<file path="src/hw/rtl/icrt_pkg.sv">
// Package for the image chunk reassembly tracker.
// Holds request and result types, code enums, fixed constants and derived widths.
// No dependencies.
`timescale 1ns / 1ps

package icrt_pkg;

  // Defaults and fixed protocol constants.
  localparam int MAX_CHUNKS_DEF = 1024;
  localparam int DEFAULT_CHUNKS = 200;
  localparam int MAP_W          = 32;
  localparam int BIT_W          = $clog2(MAP_W);
  localparam int ADDR_W         = 48;
  localparam int CFG_IDX_W      = 1;

  localparam logic [7:0] TYPE_CHUNK    = 8'h49;
  localparam logic [7:0] TYPE_DONE     = 8'h44;
  localparam logic [7:0] LEN_CHUNK_MIN = 8'd7;
  localparam logic [7:0] LEN_DONE_MIN  = 8'd5;

  // Configuration register indexes.
  localparam logic [CFG_IDX_W-1:0] REG_FIRST_ADDR  = 1'b0;
  localparam logic [CFG_IDX_W-1:0] REG_SECOND_ADDR = 1'b1;

  // Result status codes.
  typedef enum logic [2:0] {
    STS_IGNORED       = 3'd0,
    STS_STORED        = 3'd1,
    STS_DUPLICATE     = 3'd2,
    STS_OUT_OF_RANGE  = 3'd3,
    STS_COMPLETE      = 3'd4,
    STS_DROPPED       = 3'd5,
    STS_TOO_LARGE     = 3'd6,
    STS_DONE_MISMATCH = 3'd7
  } status_t;

  // Sender slot codes.
  typedef enum logic [1:0] {
    SLOT_NONE   = 2'd0,
    SLOT_FIRST  = 2'd1,
    SLOT_SECOND = 2'd2
  } slot_t;

  // Controller states.
  typedef enum logic [1:0] {
    CS_CLEAR,
    CS_IDLE,
    CS_LOOKUP,
    CS_UPDATE
  } ctl_state_t;

  // One decoded packet header.
  typedef struct packed {
    logic [7:0]        packet_length;
    logic [7:0]        type_byte;
    logic [ADDR_W-1:0] source_address;
    logic [15:0]       image_number;
    logic [15:0]       chunk_index;
    logic [15:0]       chunk_total;
    logic [31:0]       time_ms;
  } pkt_t;

  // One result.
  typedef struct packed {
    status_t     status;
    slot_t       sender_slot;
    logic [15:0] current_image;
    logic [31:0] frame_interval_ms;
    logic [10:0] chunks_counted;
  } res_t;

  // Controller to datapath commands.
  typedef struct packed {
    logic in_ready;
    logic accept;
    logic lookup;
    logic commit;
    logic clear_step;
  } ctl_cmd_t;

  // Datapath to controller status.
  typedef struct packed {
    logic out_free;
    logic need_clear;
    logic clr_last;
  } ctl_status_t;

endpackage

</file>
<file path="src/hw/rtl/icrt_channels.sv">
// Handshake channel interfaces for the image chunk reassembly tracker.
// Depends on icrt_pkg for the payload types and widths.
`timescale 1ns / 1ps

// Packet header request channel.
interface icrt_pkt_if import icrt_pkg::*; ();
  logic valid;
  logic ready;
  pkt_t data;
  modport source (output valid, output data, input ready);
  modport sink (input valid, input data, output ready);
endinterface

// Result channel.
interface icrt_res_if import icrt_pkg::*; ();
  logic valid;
  logic ready;
  res_t data;
  modport source (output valid, output data, input ready);
  modport sink (input valid, input data, output ready);
endinterface

// Configuration write channel.
interface icrt_cfg_if import icrt_pkg::*; ();
  logic                 valid;
  logic                 ready;
  logic [CFG_IDX_W-1:0] index;
  logic [ADDR_W-1:0]    data;
  modport source (output valid, output index, output data, input ready);
  modport sink (input valid, input index, input data, output ready);
endinterface

</file>
<file path="src/hw/rtl/image_chunk_reassembly_tracker.sv">
// Top level of the image chunk reassembly tracker.
// Depends on icrt_pkg, icrt_channels, icrt_ctrl, icrt_datapath and icrt_ram.
//
// Port  Direction  Moves
// ----  ---------  -----------------------------------------------
// pkt   sink       one decoded packet header per request
// res   source     one result per request (status, slot, counts)
// cfg   sink       sender address register writes, always ready
//
// A request passes through accept, bitmap row read and update, the update waiting
// for a free result register; the bitmap RAM's read-modify-write sets these steps.
// A request that clears or restarts a tracker adds a sweep over that slot's
// 2**ROW_W bitmap rows (32 rows at MAX_CHUNKS = 1024), with pkt not ready.
// After reset a clearing pass over all 2 * 2**ROW_W rows (64 by default) runs first.
// A stalled result holds the update until res is taken; the next request
// may be accepted while a result waits.
`timescale 1ns / 1ps

module image_chunk_reassembly_tracker import icrt_pkg::*; #(
  parameter int MAX_CHUNKS = MAX_CHUNKS_DEF
) (
  input  logic          clk,
  input  logic          rst,
  icrt_pkt_if.sink      pkt,
  icrt_res_if.source    res,
  icrt_cfg_if.sink      cfg
);

  ctl_cmd_t    cmd;
  ctl_status_t sts;

  // Configuration writes are taken in any cycle.
  assign cfg.ready = 1'b1;
  assign pkt.ready = cmd.in_ready;

  icrt_ctrl u_ctrl (
    .clk      (clk),
    .rst      (rst),
    .in_valid (pkt.valid),
    .sts      (sts),
    .cmd      (cmd)
  );

  icrt_datapath #(
    .MAX_CHUNKS (MAX_CHUNKS)
  ) u_datapath (
    .clk       (clk),
    .rst       (rst),
    .cmd       (cmd),
    .sts       (sts),
    .pkt_data  (pkt.data),
    .cfg_we    (cfg.valid),
    .cfg_idx   (cfg.index),
    .cfg_data  (cfg.data),
    .res_data  (res.data),
    .res_valid (res.valid),
    .res_ready (res.ready)
  );

endmodule

</file>
<file path="src/hw/rtl/icrt_ram.sv">
// Generic simple dual-port RAM: one write port, one registered read port.
// No dependencies.
`timescale 1ns / 1ps

module icrt_ram #(
  parameter int WIDTH = 32,
  parameter int DEPTH = 64,
  parameter int AW    = $clog2(DEPTH)
) (
  input  logic             clk,
  input  logic             we,
  input  logic [AW-1:0]    waddr,
  input  logic [WIDTH-1:0] wdata,
  input  logic             re,
  input  logic [AW-1:0]    raddr,
  output logic [WIDTH-1:0] rdata
);

  logic [WIDTH-1:0] mem [DEPTH];

  // Write port.
  always_ff @(posedge clk) begin
    if (we) begin
      mem[waddr] <= wdata;
    end
  end

  // Registered read port.
  always_ff @(posedge clk) begin
    if (re) begin
      rdata <= mem[raddr];
    end
  end

endmodule

</file>
<file path="src/hw/rtl/icrt_ctrl.sv">
// Controller state machine for the image chunk reassembly tracker.
// Depends on icrt_pkg for the state enum and the command and status structs.
`timescale 1ns / 1ps

module icrt_ctrl import icrt_pkg::*; (
  input  logic        clk,
  input  logic        rst,
  input  logic        in_valid,
  input  ctl_status_t sts,
  output ctl_cmd_t    cmd
);

  ctl_state_t state, state_next;

  // State register; reset starts with the bitmap clearing pass.
  always_ff @(posedge clk) begin
    if (rst) begin
      state <= CS_CLEAR;
    end else begin
      state <= state_next;
    end
  end

  // Next state.
  always_comb begin
    state_next = state;
    unique case (state)
      CS_CLEAR: begin
        if (sts.clr_last) state_next = CS_IDLE;
      end
      CS_IDLE: begin
        if (in_valid) state_next = CS_LOOKUP;
      end
      CS_LOOKUP: begin
        state_next = CS_UPDATE;
      end
      CS_UPDATE: begin
        if (sts.out_free) state_next = sts.need_clear ? CS_CLEAR : CS_IDLE;
      end
      default: state_next = CS_IDLE;
    endcase
  end

  // Command outputs.
  always_comb begin
    cmd = '0;
    unique case (state)
      CS_CLEAR:  cmd.clear_step = 1'b1;
      CS_IDLE: begin
        cmd.in_ready = 1'b1;
        cmd.accept   = in_valid;
      end
      CS_LOOKUP: cmd.lookup = 1'b1;
      CS_UPDATE: cmd.commit = sts.out_free;
      default:   cmd = '0;
    endcase
  end

endmodule

</file>
<file path="src/hw/rtl/icrt_datapath.sv">
// Datapath for the image chunk reassembly tracker: sender registers, per-slot
// trackers, the received bitmap RAM with its clearing sweep, and the result register.
// Depends on icrt_pkg and icrt_ram.
`timescale 1ns / 1ps

module icrt_datapath import icrt_pkg::*; #(
  parameter int MAX_CHUNKS = MAX_CHUNKS_DEF
) (
  input  logic                 clk,
  input  logic                 rst,
  input  ctl_cmd_t             cmd,
  output ctl_status_t          sts,
  input  pkt_t                 pkt_data,
  input  logic                 cfg_we,
  input  logic [CFG_IDX_W-1:0] cfg_idx,
  input  logic [ADDR_W-1:0]    cfg_data,
  output res_t                 res_data,
  output logic                 res_valid,
  input  logic                 res_ready
);

  localparam int ROWS  = (MAX_CHUNKS + MAP_W - 1) / MAP_W;
  localparam int ROW_W = (ROWS > 1) ? $clog2(ROWS) : 1;
  localparam int AW    = ROW_W + 1;
  localparam int DEPTH = 2 ** AW;
  localparam int CNT_W = $clog2(MAX_CHUNKS + 1);
  localparam logic [15:0] MAX_LIM = 16'(MAX_CHUNKS);
  localparam logic [15:0] DEF_N   = 16'(DEFAULT_CHUNKS);

  // Sender address registers.
  logic [ADDR_W-1:0] first_addr, second_addr;

  always_ff @(posedge clk) begin
    if (rst) begin
      first_addr  <= '0;
      second_addr <= '0;
    end else if (cfg_we) begin
      unique case (cfg_idx)
        REG_FIRST_ADDR:  first_addr  <= cfg_data;
        REG_SECOND_ADDR: second_addr <= cfg_data;
        default:         first_addr  <= first_addr;
      endcase
    end
  end

  // Request latch.
  pkt_t req;

  always_ff @(posedge clk) begin
    if (cmd.accept) req <= pkt_data;
  end

  // Lookup: classify the packet and match the sender.
  logic is_done_c, is_chunk_c, match1, match2, hit_c, sel_c;
  logic hit, sel, done_pkt;
  logic [ROW_W-1:0] row;

  assign is_done_c  = (req.packet_length >= LEN_DONE_MIN) && (req.type_byte == TYPE_DONE);
  assign is_chunk_c = (req.packet_length >= LEN_CHUNK_MIN) && (req.type_byte == TYPE_CHUNK);
  assign match1     = (req.source_address == first_addr);
  assign match2     = (req.source_address == second_addr);
  assign hit_c      = (match1 || match2) && (is_done_c || is_chunk_c);
  assign sel_c      = !match1;
  assign row        = req.chunk_index[BIT_W +: ROW_W];

  always_ff @(posedge clk) begin
    if (cmd.lookup) begin
      hit      <= hit_c;
      sel      <= sel_c;
      done_pkt <= is_done_c;
    end
  end

  // Per-slot tracker state.
  logic [15:0]      tracked   [2];
  logic [15:0]      expected  [2];
  logic [CNT_W-1:0] count     [2];
  logic [31:0]      last_time [2];

  // Bitmap RAM ports.
  logic             map_we_ram, map_re;
  logic [AW-1:0]    map_waddr, map_raddr;
  logic [MAP_W-1:0] map_wdata, map_rdata;

  assign map_re    = cmd.lookup;
  assign map_raddr = {sel_c, row};

  icrt_ram #(
    .WIDTH (MAP_W),
    .DEPTH (DEPTH),
    .AW    (AW)
  ) u_map (
    .clk   (clk),
    .we    (map_we_ram),
    .waddr (map_waddr),
    .wdata (map_wdata),
    .re    (map_re),
    .raddr (map_raddr),
    .rdata (map_rdata)
  );

  // Update: evaluate the selected tracker against the request.
  logic [15:0]      cur, exp_cur, n16, exp_eff, fin_exp;
  logic [CNT_W-1:0] cnt_cur, cnt_eff, cnt_inc, fin_cnt;
  logic [31:0]      last_cur, interval_c;
  logic             restart, too_large, oor, dup, fin_ok;
  logic [BIT_W-1:0] bit_pos;
  logic [MAP_W-1:0] old_row, new_row;

  assign cur      = tracked[sel];
  assign exp_cur  = expected[sel];
  assign cnt_cur  = count[sel];
  assign last_cur = last_time[sel];

  assign restart   = !done_pkt && (cur != req.image_number);
  assign n16       = (req.chunk_total == 16'd0) ? DEF_N : req.chunk_total;
  assign too_large = restart && (n16 > MAX_LIM);
  assign exp_eff   = restart ? n16 : exp_cur;
  assign cnt_eff   = restart ? '0 : cnt_cur;
  assign cnt_inc   = cnt_eff + 1'b1;
  assign oor       = (req.chunk_index >= exp_eff) || (req.chunk_index >= MAX_LIM);
  assign bit_pos   = req.chunk_index[BIT_W-1:0];
  assign old_row   = restart ? '0 : map_rdata;
  assign dup       = old_row[bit_pos];
  assign new_row   = old_row | (MAP_W'(1) << bit_pos);

  // Finish check: a done packet brings its own total, a chunk the tracker's.
  assign fin_exp    = done_pkt ? req.chunk_index : exp_eff;
  assign fin_cnt    = done_pkt ? cnt_cur : cnt_inc;
  assign fin_ok     = (req.image_number != 16'd0) && (fin_exp != 16'd0) &&
                      (16'(fin_cnt) == fin_exp);
  assign interval_c = (last_cur != 32'd0) ? (req.time_ms - last_cur) : 32'd0;

  res_t             res_c;
  logic             finish, tr_clear, set_new, cnt_wr, map_set;
  logic [CNT_W-1:0] counted;

  // Decision logic for status, result fields and state updates.
  always_comb begin
    finish   = 1'b0;
    tr_clear = 1'b0;
    set_new  = 1'b0;
    cnt_wr   = 1'b0;
    map_set  = 1'b0;
    counted  = '0;
    res_c    = '0;
    res_c.status      = STS_IGNORED;
    res_c.sender_slot = SLOT_NONE;
    if (hit) begin
      res_c.sender_slot   = sel ? SLOT_SECOND : SLOT_FIRST;
      res_c.current_image = cur;
      if (done_pkt) begin
        counted = cnt_cur;
        if (cur != req.image_number) begin
          res_c.status = STS_DONE_MISMATCH;
        end else begin
          finish = 1'b1;
        end
      end else if (too_large) begin
        res_c.status = STS_TOO_LARGE;
        tr_clear     = 1'b1;
      end else begin
        set_new = restart;
        if (oor) begin
          res_c.status = STS_OUT_OF_RANGE;
          counted      = cnt_eff;
        end else if (dup) begin
          res_c.status = STS_DUPLICATE;
          counted      = cnt_eff;
        end else begin
          res_c.status = STS_STORED;
          counted      = cnt_inc;
          cnt_wr       = 1'b1;
          map_set      = 1'b1;
          finish       = (16'(cnt_inc) == exp_eff);
        end
      end
      if (finish) begin
        res_c.status            = fin_ok ? STS_COMPLETE : STS_DROPPED;
        res_c.frame_interval_ms = fin_ok ? interval_c : 32'd0;
        tr_clear                = 1'b1;
      end
    end
    res_c.chunks_counted = 11'(counted);
  end

  assign sts.need_clear = hit && (tr_clear || restart);

  // Tracker state update at commit.
  always_ff @(posedge clk) begin
    if (rst) begin
      for (int i = 0; i < 2; i++) begin
        tracked[i]   <= '0;
        expected[i]  <= '0;
        count[i]     <= '0;
        last_time[i] <= '0;
      end
    end else if (cmd.commit && hit) begin
      if (tr_clear) begin
        tracked[sel]  <= '0;
        expected[sel] <= '0;
        count[sel]    <= '0;
        if (finish && fin_ok) last_time[sel] <= req.time_ms;
      end else begin
        if (set_new) begin
          tracked[sel]  <= req.image_number;
          expected[sel] <= n16;
        end
        if (cnt_wr) begin
          count[sel] <= cnt_inc;
        end else if (set_new) begin
          count[sel] <= '0;
        end
      end
    end
  end

  // Clearing sweep: whole RAM after reset, one slot's rows after a tracker clear or restart.
  // A row just written for a restarted image is skipped.
  logic             clr_all, clr_slot, clr_keep, skip;
  logic [ROW_W-1:0] keep_row;
  logic [AW-1:0]    clr_cnt, clr_addr;

  assign clr_addr     = clr_all ? clr_cnt : {clr_slot, clr_cnt[ROW_W-1:0]};
  assign sts.clr_last = clr_all ? (&clr_cnt) : (&clr_cnt[ROW_W-1:0]);
  assign skip         = !clr_all && clr_keep && (clr_cnt[ROW_W-1:0] == keep_row);

  always_ff @(posedge clk) begin
    if (rst) begin
      clr_all  <= 1'b1;
      clr_slot <= 1'b0;
      clr_keep <= 1'b0;
      clr_cnt  <= '0;
    end else if (cmd.commit) begin
      clr_all  <= 1'b0;
      clr_slot <= sel;
      clr_keep <= map_set && !tr_clear;
      clr_cnt  <= '0;
    end else if (cmd.clear_step) begin
      clr_cnt <= sts.clr_last ? '0 : clr_cnt + 1'b1;
    end
  end

  always_ff @(posedge clk) begin
    if (cmd.commit) keep_row <= row;
  end

  // Bitmap write port: sweep writes zeros, commit sets one bit.
  assign map_we_ram = (cmd.clear_step && !skip) || (cmd.commit && hit && map_set);
  assign map_waddr  = cmd.clear_step ? clr_addr : {sel, row};
  assign map_wdata  = cmd.clear_step ? '0 : new_row;

  // Result register.
  assign sts.out_free = !res_valid || res_ready;

  always_ff @(posedge clk) begin
    if (rst) begin
      res_valid <= 1'b0;
    end else if (cmd.commit) begin
      res_valid <= 1'b1;
    end else if (res_ready) begin
      res_valid <= 1'b0;
    end
  end

  always_ff @(posedge clk) begin
    if (cmd.commit) res_data <= res_c;
  end

endmodule
</file>
<file path="src/flat_wrapper.sv">
// flat-port wrapper written by rule: the top's interface ports become plain ports
module image_chunk_reassembly_tracker_flat import icrt_pkg::*;
#(
  parameter int MAX_CHUNKS = MAX_CHUNKS_DEF
)
  (clk, rst, pkt_valid, pkt_data, pkt_ready, res_valid, res_data, res_ready, cfg_valid, cfg_index, cfg_data, cfg_ready);
  icrt_pkt_if pkt_i ();
  icrt_res_if res_i ();
  icrt_cfg_if cfg_i ();
  input  logic clk;
  input  logic rst;
  input wire logic [$bits(pkt_i.valid)-1:0] pkt_valid;
  input wire logic [$bits(pkt_i.data)-1:0] pkt_data;
  output wire logic [$bits(pkt_i.ready)-1:0] pkt_ready;
  output wire logic [$bits(res_i.valid)-1:0] res_valid;
  output wire logic [$bits(res_i.data)-1:0] res_data;
  input wire logic [$bits(res_i.ready)-1:0] res_ready;
  input wire logic [$bits(cfg_i.valid)-1:0] cfg_valid;
  input wire logic [$bits(cfg_i.index)-1:0] cfg_index;
  input wire logic [$bits(cfg_i.data)-1:0] cfg_data;
  output wire logic [$bits(cfg_i.ready)-1:0] cfg_ready;
  assign pkt_i.valid = pkt_valid;
  assign pkt_i.data = pkt_data;
  assign pkt_ready = pkt_i.ready;
  assign res_valid = res_i.valid;
  assign res_data = res_i.data;
  assign res_i.ready = res_ready;
  assign cfg_i.valid = cfg_valid;
  assign cfg_i.index = cfg_index;
  assign cfg_i.data = cfg_data;
  assign cfg_ready = cfg_i.ready;
  image_chunk_reassembly_tracker #(.MAX_CHUNKS(MAX_CHUNKS)) u_core (.clk(clk), .rst(rst), .pkt(pkt_i), .res(res_i), .cfg(cfg_i));
endmodule
</file>
<file path="config.mk">
export PLATFORM = sky130hd
export DESIGN_NAME = image_chunk_reassembly_tracker_flat
export DESIGN_NICKNAME = d
export VERILOG_FILES = /design/src/hw/rtl/icrt_pkg.sv /design/src/hw/rtl/icrt_channels.sv /design/src/hw/rtl/image_chunk_reassembly_tracker.sv /design/src/hw/rtl/icrt_ram.sv /design/src/hw/rtl/icrt_ctrl.sv /design/src/hw/rtl/icrt_datapath.sv /design/src/flat_wrapper.sv
export SDC_FILE = /design/constraint.sdc
export NUM_CORES = 2
export LEC_CHECK = 0
export ABC_AREA = 1
export BUFFER_PORTS_ARGS = -buffer_cell sky130_fd_sc_hd__buf_2
export CAP_MARGIN = 20
export CORE_MARGIN = 3
export CORE_UTILIZATION = 30
export DETAILED_ROUTE_END_ITERATION = 10
export SYNTH_ARGS = -nofsm -noshare
export SYNTH_HDL_FRONTEND = slang
export SYNTH_SLANG_ARGS = --single-unit
</file>
<file path="constraint.sdc">
create_clock -name clk -period 8.2 [get_ports clk]
set_input_delay 1.64 -clock clk [delete_from_list [all_inputs] [get_ports clk]]
set_output_delay 1.64 -clock clk [all_outputs]
set_load 0.03 [all_outputs]
</file>
[After elaboration in Yosys (flattened, before gate mapping)]
Memories as Yosys holds them, arrays and structs flattened. A register that Yosys moved wholly into a read port is not among the register bits.
Cells that the tools add are included.
Widths: inputs -> output; s select.
Word-level totals
  bits in writable memories: 2198
  output and inout port bits: 67
  memories: 5
  register bits after elaboration: 324
Memory list
  u_core.u_datapath.u_map.mem: words 64, width 32, rd ports 1, clocked after memory_dff 1, write ports 1, RTL line icrt_ram.sv:19  | logic [WIDTH-1:0] mem [DEPTH];
  u_core.u_datapath.last_time: words 2, width 32, rd ports 1, clocked after memory_dff 1, write ports 2, RTL line icrt_datapath.sv:78  | logic [31:0] last_time [2];
  u_core.u_datapath.expected: words 2, width 16, rd ports 1, clocked after memory_dff 1, write ports 2, RTL line icrt_datapath.sv:76  | logic [15:0] expected [2];
  u_core.u_datapath.tracked: words 2, width 16, rd ports 1, clocked after memory_dff 1, write ports 2, RTL line icrt_datapath.sv:75  | logic [15:0] tracked [2];
  u_core.u_datapath.count: words 2, width 11, rd ports 1, clocked after memory_dff 1, write ports 2, RTL line icrt_datapath.sv:77  | logic [CNT_W-1:0] count [2];
Cells by class
  add/subtract/negate cells: 3
  multiplexer cells: 103
  shift-type cells: 1
  eq/ne operators: 14
  order comparisons: 6
  bitwise logic cells: 6
  reduce and logical (&&, ||, !) cells: 44
Operators by type and width (count)
  $mux 16: 7
  $mux 11: 9
  $eq 48x48->1: 2
  $mux 32: 3
  $mux 1: 68
  $eq 11x16->1: 2
  $or 32x32->32: 1
  $reduce_bool 16->1: 2
  $reduce_bool 32->1: 1
  $reduce_or 16->1: 2
  $reduce_or 32->1: 1
  $shl 1x5->32 const A: 1
  $sub 32x32->32: 1
  $mux 6: 3
  $eq 8x7->1 const B: 2
  $ge 16x11->1 const B: 1
  $ge 16x16->1: 1
  $ge 8x3->1 const B: 2
  $gt 16x11->1 const B: 1
  $logic_not 16->1: 1
  $ne 16x16->1: 1
  $logic_and 1x1->1: 15
  $mux 2: 7
  $mux 3: 4
  other kinds (22): 39

[Depth between registers and ports, before layout]
  word-level depth: 20
  mapped depth: 32
  gate-level depth less buffers: 30

[Cells and area by module]
Synthesis repeated with hierarchy kept, for this count alone.
Unflattened totals
  cell total of the unflattened synthesis: 9293
  area, all modules: 106538.4 µm²
Modules (own cells, without submodules)
  icrt_ram: times used 1, cells each 6769, area an instance 83058.4 µm², sequential area each 62459.9 µm²
  icrt_datapath: times used 1, cells each 2489, area an instance 23266.1 µm², sequential area each 13132.6 µm²
  icrt_ctrl: times used 1, cells each 33, area an instance 202.7 µm², sequential area each 40.0 µm²
  image_chunk_reassembly_tracker: times used 1, cells each 2, area an instance 11.3 µm², sequential area each 0.0 µm²

[Worst setup path before layout]
OpenSTA, ideal clock, no wires.
  path type: register -> register
  start point: register with a tool-made name
  end point: memory u_core.u_datapath.u_map.mem[56][0] (enable)
  library setup time: 421 ps
  arrival time: 4971 ps
  setup slack: 2808 ps
  path buffers: 3
  clock period less this slack: 5392 ps
  cell stages (with the launch flop): 30
  cells stage by stage: dfxtp_1 inv_2 buf_8 nand2_4 nand2_1 nand2_1 nand2_1 nor2_1 nand2_1 nor2_2 nand2_4 nand2_4 buf_6 nand2_1 o21ai_0 ha_1 a21oi_1 o21ai_0 nand2_1 o211ai_1 nand2_1 o2111ai_1 nor3_1 nand2_1 inv_1 nand2_1 o21ai_0 buf_2 nand3_1 nor2_1
RTL lines (RTL line)
  to (decl): icrt_ram.sv:19

==> PnR_summary.wiki <==
{| class="wikitable"
! Metric !! Value
|-
| Largest net degree at the start of global routing || 165
|-
| TritonCTS clock tree || done
|-
| Worst R2R Path Depth || 27
|-
| Power density relative to cell area || 271 nW/um2
|-
| DRT Pass-1 Iters || 6
|-
| Inserted Clock Buffers || 266
|-
| Total Nets Final || 8,965
|-
| # Post-CTS Setup Buffers || 0
|-
| Most frequent CP cell || nand2_1
|-
| Count of max-cap constraint violations || 0
|-
| PostCTS Resize Cnt || 0
|-
| Relative slew slack || 0.190
|-
| Number of cells produced by synthesis || 8,531
|-
| CP Max Fanout || 72
|-
| Final number of setup-violating endpoints || 0
|-
| Cell area after placement || 112,000 um2
|-
| Leakage || 40.4 nW
|-
| Pre-CTS WS || 0.842 ns
|-
| PnR worst setup slack || 0.924 ns
|-
| Vias in the first global route || 66,492
|-
| Count of pins on the block boundary || 265
|-
| Total Die Area || 355,000 um2
|-
| Congestion Overflow GR || 0
|-
| Mean post-synth cell area || 12.2 um2
|-
| Type of destination of the critical path || flop
|-
| Final critical-path share of the clock period || 0.887
|-
| H-Tree Level Count || 5
|-
| Most used cells in the layout excluding fill and tap cells || edfxtp_1, nor2_1, o21ai_0, o22ai_1, nand2_1
|-
| Average routed wire per standard cell || 24.1 um
|-
| DRC violation count after routing || 0
|-
| Initial antenna violation count || 27
|-
| Clock Tree Root || clkbuf_16
|-
| Overall routed net length || 326,000 um
|-
| Number of port buffers || 263
|-
| Result of the run || finished, final reports clean
|-
| Share of Yosys cell area claimed by the top area cell type || 0.704
|-
| Count of unique library cells instantiated by Yosys || 60
|-
| Total core area || 345,000 um2
|-
| Post-synthesis instance area || 104,000 um2
|-
| Number of hold-slack violations in the final timing report || 0
|-
| Max Fclk || 137 MHz
|-
| Number of synthesized flops with an enable pin || 2,446
|-
| Row Count || 215
|-
| Required time at the worst-slack endpoint || 8.64 ns
|-
| Library cell occupying the most area in the post-synthesis netlist || edfxtp_1
|-
| Clock insertion delay at the later pin of the skew report || 0.88 ns
|-
| Most used DFF post-synth || edfxtp_1
|-
| Register area share after synthesis || 0.725
|-
| Reg clk slew, reported paths || 0.06 ns
|-
| Mean number of vias per cell || 5.32
|-
| Count of final max-slew check failures || 0
|-
| Global placer's final weighted congestion || 0.921
|-
| Startpoint type of the worst setup path || flop
|-
| Worst VDD drop || 241 uV
|-
| Vertical extent of the die || 596 um
|-
| Worst Hold Path Cells || 2
|-
| Final design area excluding fillers || 121,000 um2
|-
| First-pass GRT wire length || 466,000 um
|-
| Delay of the slowest critical-path stage || 0.68 ns
|-
| Class of the worst hold path || reg -> reg
|-
| Initial Util || 0.303
|-
| HPWL after detailed placement || 200,000 um
|-
| Signal arrival time at the worst endpoint || 7.72 ns
|-
| Overall die width || 596 um
|-
| Slowest cell on the critical path || buf_4
|-
| Worst clock skew on the final layout || 0.0959 ns
|-
| Setup TNS || 0 ns
|-
| Pin slew with the least headroom to its limit || 1.21 ns
|-
| Minimum period implied by the final worst setup slack || 7.28 ns
|-
| Number of synthesized register bits || 2,555
|-
| Number of buffers on the longest clock path || 4
|-
| Sinks on the clock net || 2,555
|-
| Proportion of layout cells with a drive suffix above 1 || 0.111
|-
| Asr flop ratio synth || 0
|-
| Vias after detailed routing || 71,696
|-
| Global Route Usage Sum || 0.175
|-
| RSZ-0062 raised after global routing || no
|-
| Count of hold buffers inserted by post-cts repair || 0
|-
| Remaining number of nets flagged by the antenna check after routing || 0
|-
| Area grow syn2layout || 15.8%
|-
| Critical setup path kind || reg -> reg
|-
| Leading cell type in the layout, fill and taps excluded || edfxtp_1
|-
| Violation count after the first detailed-routing iteration || 9,732
|-
| Yosys warnings || 0
|-
| Biggest area contributors in the synthesized netlist || edfxtp_1, o21ai_0, nor2_1
|-
| Fraction of the core area covered by cells at the end of the flow || 0.350
|}
critical path: cells and delay by family, from the launching register on:
family                     cells  cell delay [ns]
buffers and inverters          4             1.97
AOI/OAI and AO/OA              2             0.41
DFF                            1             0.60
and+or+nand+nor               20             3.55
adders and majority gates      1             0.31
where the power goes:
group	switching, mW	internal [mW]
combinational	3.96	1.12
sequential	0.244	15.6
clock	4.95	6.85
total	9.16	23.6
area by class of cell:
type                    instances  area [um2]
repair buffers                458        3700
diodes                         23        57.6
clock buffers                 348        7240
multi-input cells            5158       26300
clock inverters               109        1060
inverters                     273        1050
well taps                    4557        5700
flip-flops and latches       2555       75600
fillers                     33156      224000
metal layers:
layer / wire, um / GRT usage
met5: 142 / 0
met4: 11700 / 0.0600
met3: 31600 / 0.0318
met2: 147000 / 0.270
met1: 135000 / 0.246
state kept, by name, summed over array words and instances (netlist names), 6 cells and up, named ones only:
| signal | cells |
|---|---|
| u_core.u_datapath.req | 134 |
| u_core.u_datapath.second_addr | 48 |
| u_core.u_datapath.clr_cnt | 6 |
| u_core.u_datapath.last_time | 64 |
| u_core.u_datapath.first_addr | 48 |
| u_core.u_datapath.u_map.rdata | 32 |
| u_core.u_datapath.expected | 32 |
| u_core.u_datapath.u_map.mem | 2048 |
| u_core.u_datapath.count | 22 |
| u_core.u_datapath.tracked | 32 |
| u_core.u_datapath.res_data | 64 |
stage by stage:
step	hold WS, ns	total power [mW]	std cells
finish	0.470	32.7	13481
CTS	0.471	32.8	13427
global placement	0.458	20.9	12942
floorplan	0.442	18.6	8540
global route	0.494	33.7	13459
detailed placement	0.464	21.0	12970
cells in the mapped netlist, types with 3 or more instances:
library cell	n
nand4_1	87
clkbuf_1	495
nor4_1	19
dfxtp_1	109
o32ai_1	56
nor3_1	67
edfxtp_1	2446
nor2_2	5
o21ai_1	6
nand3b_1	9
a21oi_1	127
o2111ai_1	4
buf_1	23
buf_4	6
o211ai_1	6
a31oi_1	3
o21ai_0	1445
nand3_1	117
nand2_2	8
o21a_1	7
clkinv_1	5
xnor2_1	89
mux2i_1	36
nand2_4	13
a32oi_1	8
nor2_1	1848
a21boi_0	3
buf_2	10
inv_2	6
buf_6	18
ha_1	54
xor2_1	23
inv_1	262
nand2_1	441
o22ai_1	612
or2_2	25
logic make-up (layout without fill, tap and decap cells):
kind of cell               after synthesis  count (layout)  share of synthesized area
AOI/OAI and AO/OA                     2292            2292                      0.121
xor gates and xnor gates               112             112                    0.00940
adders and majority gates               55              55                    0.00667
buffers and inverters                  827            1188                     0.0316
DFF                                   2555            2555                      0.725
muxes                                   36              36                    0.00345
other                                    2              34                  0.0000720
and+or+nand+nor                       2652            2652                      0.103
worst paths after layout:
kind                                                 startpoint                                         endpoint  slack, ns
hold reg to reg   u_core.u_datapath.first_addr[28]$_SDFFE_PP0P_    u_core.u_datapath.first_addr[28]$_SDFFE_PP0P_       0.47
hold / removal    u_core.u_datapath.first_addr[28]$_SDFFE_PP0P_    u_core.u_datapath.first_addr[28]$_SDFFE_PP0P_       0.47
setup / recovery                                           flop  u_core.u_datapath.last_time[0][1]$_SDFFCE_PN0P_       0.92
setup reg to reg                                           flop  u_core.u_datapath.last_time[0][1]$_SDFFCE_PN0P_       0.92
Power figures use the tool's default switching activity.
